**config.mk**
```make
export PLATFORM = sky130hd
export DESIGN_NAME = multi_channel_life_countdown
export DESIGN_NICKNAME = d
export VERILOG_FILES = /design/src/hdl/mclc_pkg.sv /design/src/hdl/multi_channel_life_countdown.sv
export SDC_FILE = /design/constraint.sdc
export NUM_CORES = 2
export LEC_CHECK = 0
export BUFFER_PORTS_ARGS = -buffer_cell sky130_fd_sc_hd__buf_2
export CORE_UTILIZATION = 55
export DETAILED_ROUTE_END_ITERATION = 10
export PLACE_DENSITY = 0.72
export SLEW_MARGIN = 30
export SYNTH_ARGS = -nofsm -noshare
export SYNTH_HDL_FRONTEND = slang
export SYNTH_SLANG_ARGS = --single-unit
```
**constraint.sdc**
```tcl
create_clock -name clk -period 25.7 [get_ports clk]
set_input_delay 1.285 -clock clk [delete_from_list [all_inputs] [get_ports clk]]
set_output_delay 1.285 -clock clk [all_outputs]
set_load 0.05 [all_outputs]
```
**src/hdl/mclc_pkg.sv**
```systemverilog
// Shared types and constants for the multi-channel life countdown.
// Holds command codes, register indexes and the hours conversion constants.
// No dependencies.
package mclc_pkg;

  // Command codes carried by the command field of an input word.
  typedef enum logic [2:0] {
    CMD_ELAPSE      = 3'd0,
    CMD_QUERY       = 3'd1,
    CMD_RESET_ONE   = 3'd2,
    CMD_RESET_ALL   = 3'd3,
    CMD_SAVE_CHECK  = 3'd4,
    CMD_RESTORE     = 3'd5
  } cmd_t;

  // Configuration register indexes: totals occupy 0 to SLOT_COUNT-1.
  localparam int SLOT_COUNT = 4;
  localparam logic [2:0] REG_SAVE_INTERVAL = 3'd4;

  localparam logic [31:0] DEFAULT_SAVE_INTERVAL = 32'd12000;
  localparam logic [31:0] HOUR_SECONDS          = 32'd3600;
  localparam logic [15:0] HOURS_MAX             = 16'hFFFF;

  // Largest count whose rounded-up hours still fit below saturation.
  localparam logic [31:0] HOURS_SAT_SECONDS = 32'd235926000;

  // Rounding bias so that a floor division gives the ceiling.
  localparam logic [27:0] HOUR_ROUND_BIAS = 28'd3599;

  // 3600 = 16 * 225. After a shift by 4, divide by 225 with a reciprocal:
  // ceil(2^32 / 225), exact for every 24-bit dividend.
  localparam logic [24:0] RECIP_225 = 25'd19088744;

endpackage

```
**src/hdl/multi_channel_life_countdown.sv**
```systemverilog
// Top level of the multi-channel life countdown.
// Depends on mclc_pkg for command codes and conversion constants.
//
// Usage:
// A command word (command, amount_seconds, filter_index, now_seconds) is taken
// at a rising clock edge where start is high and busy is low. Busy stays low,
// so a new word can be issued in every cycle. Each word gives exactly one
// result word (remaining_seconds, remaining_hours, save_request, any_expired),
// shown for one cycle with done high.
// The channel counts, save marks and the selected count are registered when
// the word is accepted, and the hours conversion (one reciprocal multiply) is
// then registered in the result register. Throughput is one word per cycle;
// each word sees the state left by the word before it.
// Configuration is written through cfg_wr_en, cfg_index and cfg_wr_data at
// any edge where cfg_wr_en is high; indexes 0 to 3 are the channel totals,
// index 4 the save interval, and other indexes are ignored.
// Synchronous reset clears all counts, marks and the last save time, sets the
// totals to zero and the save interval to 12000 seconds. The receiver cannot
// stall; a result is present for one cycle only.
module multi_channel_life_countdown
  import mclc_pkg::*;
#(
  parameter int CHANNEL_COUNT = 4
) (
  input  logic        clk,
  input  logic        rst,
  input  logic        start,
  output logic        busy,
  input  logic [2:0]  command,
  input  logic [31:0] amount_seconds,
  input  logic [1:0]  filter_index,
  input  logic [31:0] now_seconds,
  output logic        done,
  output logic [31:0] remaining_seconds,
  output logic [15:0] remaining_hours,
  output logic        save_request,
  output logic        any_expired,
  input  logic        cfg_wr_en,
  input  logic [2:0]  cfg_index,
  input  logic [31:0] cfg_wr_data
);

  // Configuration registers.
  logic [31:0] total_time [SLOT_COUNT];
  logic [31:0] save_interval;

  // Block state.
  logic [31:0] remaining_life [CHANNEL_COUNT];
  logic        save_pending;
  logic        save_urgent;
  logic [31:0] last_save_time;

  // Next-state values.
  logic [31:0] remaining_life_next [CHANNEL_COUNT];
  logic        save_pending_next;
  logic        save_urgent_next;
  logic [31:0] last_save_time_next;
  logic        req_next;
  logic        expired_next;
  logic [31:0] sec_next;

  // First result stage.
  logic        stage_valid;
  logic [31:0] stage_sec;
  logic        stage_req;
  logic        stage_expired;

  // Hours conversion path.
  logic        accept;
  logic [27:0] hours_biased;
  logic [23:0] hours_dividend;
  logic [48:0] hours_product;
  logic [15:0] hours_value;
  logic [31:0] elapsed;

  // Every word is taken as soon as it is offered.
  assign busy   = 1'b0;
  assign accept = start && !busy;

  // Configuration writes.
  always_ff @(posedge clk) begin
    if (rst) begin
      for (int i = 0; i < SLOT_COUNT; i++) begin
        total_time[i] <= '0;
      end
      save_interval <= DEFAULT_SAVE_INTERVAL;
    end else if (cfg_wr_en) begin
      if (cfg_index == REG_SAVE_INTERVAL) begin
        save_interval <= cfg_wr_data;
      end
      for (int i = 0; i < SLOT_COUNT; i++) begin
        if (cfg_index == 3'(i)) begin
          total_time[i] <= cfg_wr_data;
        end
      end
    end
  end

  assign elapsed = now_seconds - last_save_time;

  // Command decode and state update for one word.
  always_comb begin
    for (int i = 0; i < CHANNEL_COUNT; i++) begin
      remaining_life_next[i] = remaining_life[i];
    end
    save_pending_next   = save_pending;
    save_urgent_next    = save_urgent;
    last_save_time_next = last_save_time;
    req_next            = 1'b0;
    expired_next        = 1'b0;
    sec_next            = '0;

    case (command)
      CMD_ELAPSE: begin
        for (int i = 0; i < CHANNEL_COUNT; i++) begin
          if (remaining_life[i] > amount_seconds) begin
            remaining_life_next[i] = remaining_life[i] - amount_seconds;
          end else begin
            if (remaining_life[i] != '0) begin
              save_urgent_next = 1'b1;
            end
            remaining_life_next[i] = '0;
          end
        end
        save_pending_next = 1'b1;
      end
      CMD_RESET_ONE: begin
        for (int i = 0; i < CHANNEL_COUNT; i++) begin
          if (filter_index == 2'(i)) begin
            remaining_life_next[i] = total_time[i];
          end
        end
        req_next = 1'b1;
      end
      CMD_RESET_ALL: begin
        for (int i = 0; i < CHANNEL_COUNT; i++) begin
          remaining_life_next[i] = total_time[i];
        end
        req_next = 1'b1;
      end
      CMD_SAVE_CHECK: begin
        if (((elapsed >= save_interval) && save_pending) || save_urgent) begin
          req_next            = 1'b1;
          last_save_time_next = now_seconds;
          save_pending_next   = 1'b0;
          save_urgent_next    = 1'b0;
        end
      end
      CMD_RESTORE: begin
        for (int i = 0; i < CHANNEL_COUNT; i++) begin
          if (filter_index == 2'(i)) begin
            remaining_life_next[i] = amount_seconds;
          end
        end
      end
      default: begin
      end
    endcase

    // Expiry scan and selection of the reported channel.
    for (int i = 0; i < CHANNEL_COUNT; i++) begin
      if (remaining_life_next[i] == '0) begin
        expired_next = 1'b1;
      end
      if (filter_index == 2'(i)) begin
        sec_next = remaining_life_next[i];
      end
    end
  end

  // State registers and the first result stage.
  always_ff @(posedge clk) begin
    if (rst) begin
      for (int i = 0; i < CHANNEL_COUNT; i++) begin
        remaining_life[i] <= '0;
      end
      save_pending   <= 1'b0;
      save_urgent    <= 1'b0;
      last_save_time <= '0;
      stage_valid    <= 1'b0;
    end else begin
      stage_valid <= accept;
      if (accept) begin
        for (int i = 0; i < CHANNEL_COUNT; i++) begin
          remaining_life[i] <= remaining_life_next[i];
        end
        save_pending   <= save_pending_next;
        save_urgent    <= save_urgent_next;
        last_save_time <= last_save_time_next;
      end
    end
  end

  always_ff @(posedge clk) begin
    if (accept) begin
      stage_sec     <= sec_next;
      stage_req     <= req_next;
      stage_expired <= expired_next;
    end
  end

  // Hours rounded up: (sec + 3599) / 3600 as a shift and a reciprocal multiply.
  assign hours_biased   = stage_sec[27:0] + HOUR_ROUND_BIAS;
  assign hours_dividend = hours_biased[27:4];
  assign hours_product  = {25'd0, hours_dividend} * {24'd0, RECIP_225};
  assign hours_value    = (stage_sec > HOURS_SAT_SECONDS) ? HOURS_MAX
                                                          : hours_product[47:32];

  // Result register.
  always_ff @(posedge clk) begin
    if (rst) begin
      done <= 1'b0;
    end else begin
      done <= stage_valid;
    end
  end

  always_ff @(posedge clk) begin
    if (stage_valid) begin
      remaining_seconds <= stage_sec;
      remaining_hours   <= hours_value;
      save_request      <= stage_req;
      any_expired       <= stage_expired;
    end
  end

  // Every accepted word produces a result, passed on through stage_valid to done.
  a_result_follows: assert property (@(posedge clk) disable iff (rst)
    accept |-> ##2 done)
    else $error("accepted word produced no result");

  // Hours are the rounded-up quotient whenever the seconds are at most HOURS_SAT_SECONDS.
  a_hours_exact: assert property (@(posedge clk) disable iff (rst)
    (done && (remaining_seconds <= HOURS_SAT_SECONDS)) |->
      ((32'(remaining_hours) * HOUR_SECONDS >= remaining_seconds) &&
       (32'(remaining_hours) * HOUR_SECONDS < remaining_seconds + HOUR_SECONDS)))
    else $error("hours conversion is wrong");

  // An elapse word always leaves a pending save behind.
  a_elapse_pending: assert property (@(posedge clk) disable iff (rst)
    (accept && (command == CMD_ELAPSE)) |=> save_pending)
    else $error("elapse did not set the pending save mark");

endmodule
```
==> implementation parameters <==
Parameter                              Value

Run status
  Run status    finished, final reports clean

Critical path
  Critical path endpoint category    flip-flop
  Logic depth of the worst register-to-register path    39
  Endpoint of the most critical register-to-register path    remaining_hours[15]
  Internal reg-to-reg setup slack    approximately 16 ns
  Data arrival time of the critical path    about 9.7 ns
  Termination of the worst setup path    remaining_hours[15]
  Cell with the biggest individual delay on the critical path    sky130_fd_sc_hd__fa_1
  Reg2Reg Launch Point    stage_sec[4]
  WP data required    about 26 ns
  Maximum net fanout on the critical path    8
  Startpoint-to-endpoint class of the critical path    reg -> reg
  Cell occurring most often along the worst timing path    sky130_fd_sc_hd__inv_1
  Critical path startpoint    stage_sec[4]
  Peak per-stage delay on the critical path    about 0.5 ns
  Launching element type of the critical path    flip-flop

Power
  Switching Share    0.477
  Leakage power of the design    between 15 and 20 nW
  P_sw    between 2 and 2.5 mW
  Ratio of total power to cell area    113 mW/mm^2
  Clock power share    0.147
  Combinational group share of total power    0.685
  P_int    2.60 mW
  Register share of total power    0.168
  Max IR drop VDD    approximately 0.47 mV

Timing
  Hold violation total from the final report    0
  Hold_ws    about 0.42 ns
  Setup repair after global routing missed its margin    no
  Setup_tns    0 ns
  Min Tclk post-route    approximately 9.4 ns
  Clock skew    0.0317 ns
  Final number of max-transition violations    0
  Peak clock frequency supported by timing    approximately 110 MHz
  Share of the clock period used by the worst path after layout    0.365
  Transition time at the pin with the least slew margin    between 1 and 1.5 ns
  Headroom to the max-slew limit    0.267
  Final setup violation count    0

Synth
  Top cell types by occurrence after synthesis    sky130_fd_sc_hd__inv_1, sky130_fd_sc_hd__ha_1, sky130_fd_sc_hd__nor2_1
  Synthesized area per cell    8.77 sq um
  Synthesis warning total    0
  Sequential cell area fraction in the yosys report    0.286
  Most area-consuming cells after synthesis    sky130_fd_sc_hd__edfxtp_1, sky130_fd_sc_hd__ha_1, sky130_fd_sc_hd__fa_1, sky130_fd_sc_hd__inv_1, sky130_fd_sc_hd__nor2_1
  Primary FF master, synth    sky130_fd_sc_hd__edfxtp_1
  Fraction of post-synthesis cell area in the top cell type by area    0.252
  Largest area contributor in the synthesized netlist    sky130_fd_sc_hd__edfxtp_1
  Most frequently used cell type in the post-synthesis netlist    sky130_fd_sc_hd__inv_1
  Seq cells post-synth    around 400
  Fraction of registers with async set/reset    0
  Net count of the mapped netlist    around 5300
  Post-synth EDFFs    340
  Cell count after synthesis    roughly 4600
  Unique masters post-synth    100
  Post-Syn Area    a little over 0.04 sq mm

Clock tree
  CTS tree    done
  Post-CTS resize count    0
  Hold buffer count at cts    0
  Cell at the root of the clock tree    sky130_fd_sc_hd__clkbuf_16
  Depth of the CTS H-tree    2
  Bufs on Longest Clock Path    3
  Clock latency at the later pin of the worst-skew pair    0.64 ns
  Post CTS Setup Buffer Count    0
  Clock-pin slew of the registers on the worst-case setup and hold paths    around 0.06 ns
  CTS Buf Count    50
  Number of sinks driven by the clock tree    around 410

GRT
  GR Util All Layers    0.425
  Via count of the first global-routing pass    ~36000
  Number of antenna violations at the first check in global routing    21
  Largest net degree at the start of global routing    78
  Overall overflow remaining after global route    0
  Global-route wire length before repair    ~230 mm

Final layout
  Area taken by multi-input logic gates    0.0264 sq mm
  Register area    0.0116 sq mm
  Number of inserted filler cells in the final layout    about 6500
  # nets final    between 5000 and 6000
  Final Instance Count excl. Fillers    5701
  Layout cell share with drive strength beyond 1    0.0917
  Area growth from synthesis to final layout    8.74%

Place
  Estimated wirelength of the detail-placed design    ~120 mm
  Placer Congestion    1.08
  Placed cells    5598
  Number of input and output port buffers inserted    approximately 160

Routing
  Antenna-violating nets left    0
  Routed Wire Length    between 150 and 200 mm
  Sum of routed wire segments on met1    56.9 mm
  Remaining DRCs    0
  Detailed Route Iter0 Violations    ~5600
  Number of iterations in the first detailed-routing pass    8
  Detail-routed net length per standard cell    around 28 um
  Met3 wire length    about 21 mm
  Detailed-route via count    between 30000 and 40000
  Drt via density    ~6.7
  Top routing layer in use    met5
  Met2 WL    about 70 mm

Worst hold path
  Count of cells along the worst hold path    0
  Class of the worst hold path    reg -> reg

Floorplan
  Core Area    0.0730 sq mm
  Height of the chip    approximately 270 um
  Area enclosed by the die boundary    approximately 0.075 sq mm
  Core Rows    roughly 100
  Initial Utilization    0.555
  Die Wd    around 270 um
  Top Ports    160

Flow run
  Max Cap Viol    0
stage by stage:
| step | util | setup WS [ns] | power, mW | area, sq um |
|---|---|---|---|---|
| floorplan | - | 16.89 | 3.30 | 40500 |
| global placement | 0.580 | 16.47 | 4.12 | 42300 |
| detailed placement | 0.581 | 16.33 | 4.21 | 42400 |
| CTS | 0.603 | 16.33 | 4.96 | 44000 |
| global route | 0.604 | 15.51 | 5.53 | 44000 |
| finish | 0.604 | 16.31 | 4.98 | 44000 |
cells in the final DEF, fill, tap and decap left out, types with 24 or more instances in the layout:
cell	instances
sky130_fd_sc_hd__edfxtp_1	340
sky130_fd_sc_hd__inv_1	481
sky130_fd_sc_hd__o22ai_1	58
sky130_fd_sc_hd__clkbuf_16	51
sky130_fd_sc_hd__o21a_1	55
sky130_fd_sc_hd__dfxtp_1	67
sky130_fd_sc_hd__a31oi_1	78
sky130_fd_sc_hd__o21ai_0	232
sky130_fd_sc_hd__fa_1	151
sky130_fd_sc_hd__o211ai_1	43
sky130_fd_sc_hd__a211oi_1	44
sky130_fd_sc_hd__a21oi_1	264
sky130_fd_sc_hd__and3_1	33
sky130_fd_sc_hd__xor2_1	52
sky130_fd_sc_hd__o22a_1	24
sky130_fd_sc_hd__mux2i_1	54
sky130_fd_sc_hd__nand4_1	49
sky130_fd_sc_hd__nor4_1	63
sky130_fd_sc_hd__o21ai_1	31
sky130_fd_sc_hd__buf_2	155
sky130_fd_sc_hd__buf_4	77
sky130_fd_sc_hd__xnor2_1	81
sky130_fd_sc_hd__and2_1	212
sky130_fd_sc_hd__ha_1	419
sky130_fd_sc_hd__nor2b_1	25
sky130_fd_sc_hd__o2bb2ai_1	31
sky130_fd_sc_hd__mux2_2	32
sky130_fd_sc_hd__a221oi_1	36
sky130_fd_sc_hd__nand2_1	389
sky130_fd_sc_hd__nor2_1	416
sky130_fd_sc_hd__nor3_1	66
sky130_fd_sc_hd__a21o_1	64
sky130_fd_sc_hd__nand2b_1	29
sky130_fd_sc_hd__nand3_1	63
sky130_fd_sc_hd__a22o_1	31
how the worst min path moves through the flow:
| stage | to | startpoint |
|---|---|---|
| final | any_expired | stage_expired |
| after CTS | any_expired | stage_expired |
| after global routing | any_expired | stage_expired |
| after detailed placement | any_expired | stage_expired |
| after floorplan | any_expired | stage_expired |
| after global placement | any_expired | stage_expired |
state kept, by name, summed over array words and instances (netlist names):
name,cells
save_interval,32
remaining_seconds,32
done,1
remaining_hours,16
save_request,1
last_save_time,32
total_time,128
stage_valid,1
save_urgent,1
any_expired,1
save_pending,1
stage_req,1
remaining_life,128
stage_expired,1
stage_sec,32
worst max-delay path: cells and delay by family (launching register included):
family / cells / cell delay [ns]
AND/OR/NAND/NOR: 17 / 3.42
XOR/XNOR: 1 / 0.13
flip-flops: 1 / 0.39
buffers and inverters: 8 / 0.66
adder cells (fa/ha/maj): 8 / 3.30
AO/OA/AOI/OAI: 5 / 1.22
per-layer routing:
| layer | track usage | up-vias |
|---|---|---|
| met5 | 0 | - |
| met4 | 0.305 | 16 |
| met3 | 0.124 | 672 |
| met2 | 0.647 | 2686 |
| met1 | 0.516 | 17900 |
| li1 | - | 16900 |
final cells by class:
class	instances	area share
Sequential cell	408	0.263
Inverter	484	0.0413
Timing Repair Buffer	234	0.0313
Antenna cell	9	0.000511
Clock buffer	71	0.0320
Multi-Input combinational cell	3513	0.600
Clock inverter	23	0.00497
Tap cell	959	0.0272
power groups by stage:
stage               clock network (mW)  registers, mW  logic [mW]
finish                           0.733          0.835        3.41
global route                     0.754          0.836        3.94
CTS                              0.735          0.830        3.40
detailed placement                   0          0.843        3.37
global placement                     0          0.842        3.28
floorplan                            0          0.849        2.45
kinds of logic after synthesis:
family          share of synthesized area
simple gates                        0.174
compound gates                      0.206
buf+inv                            0.0651
fa+ha+maj                           0.204
flops                               0.286
xor+xnor                           0.0292
mux                                0.0350
other cells                     0.0000926
Power figures use the tool's default switching activity.
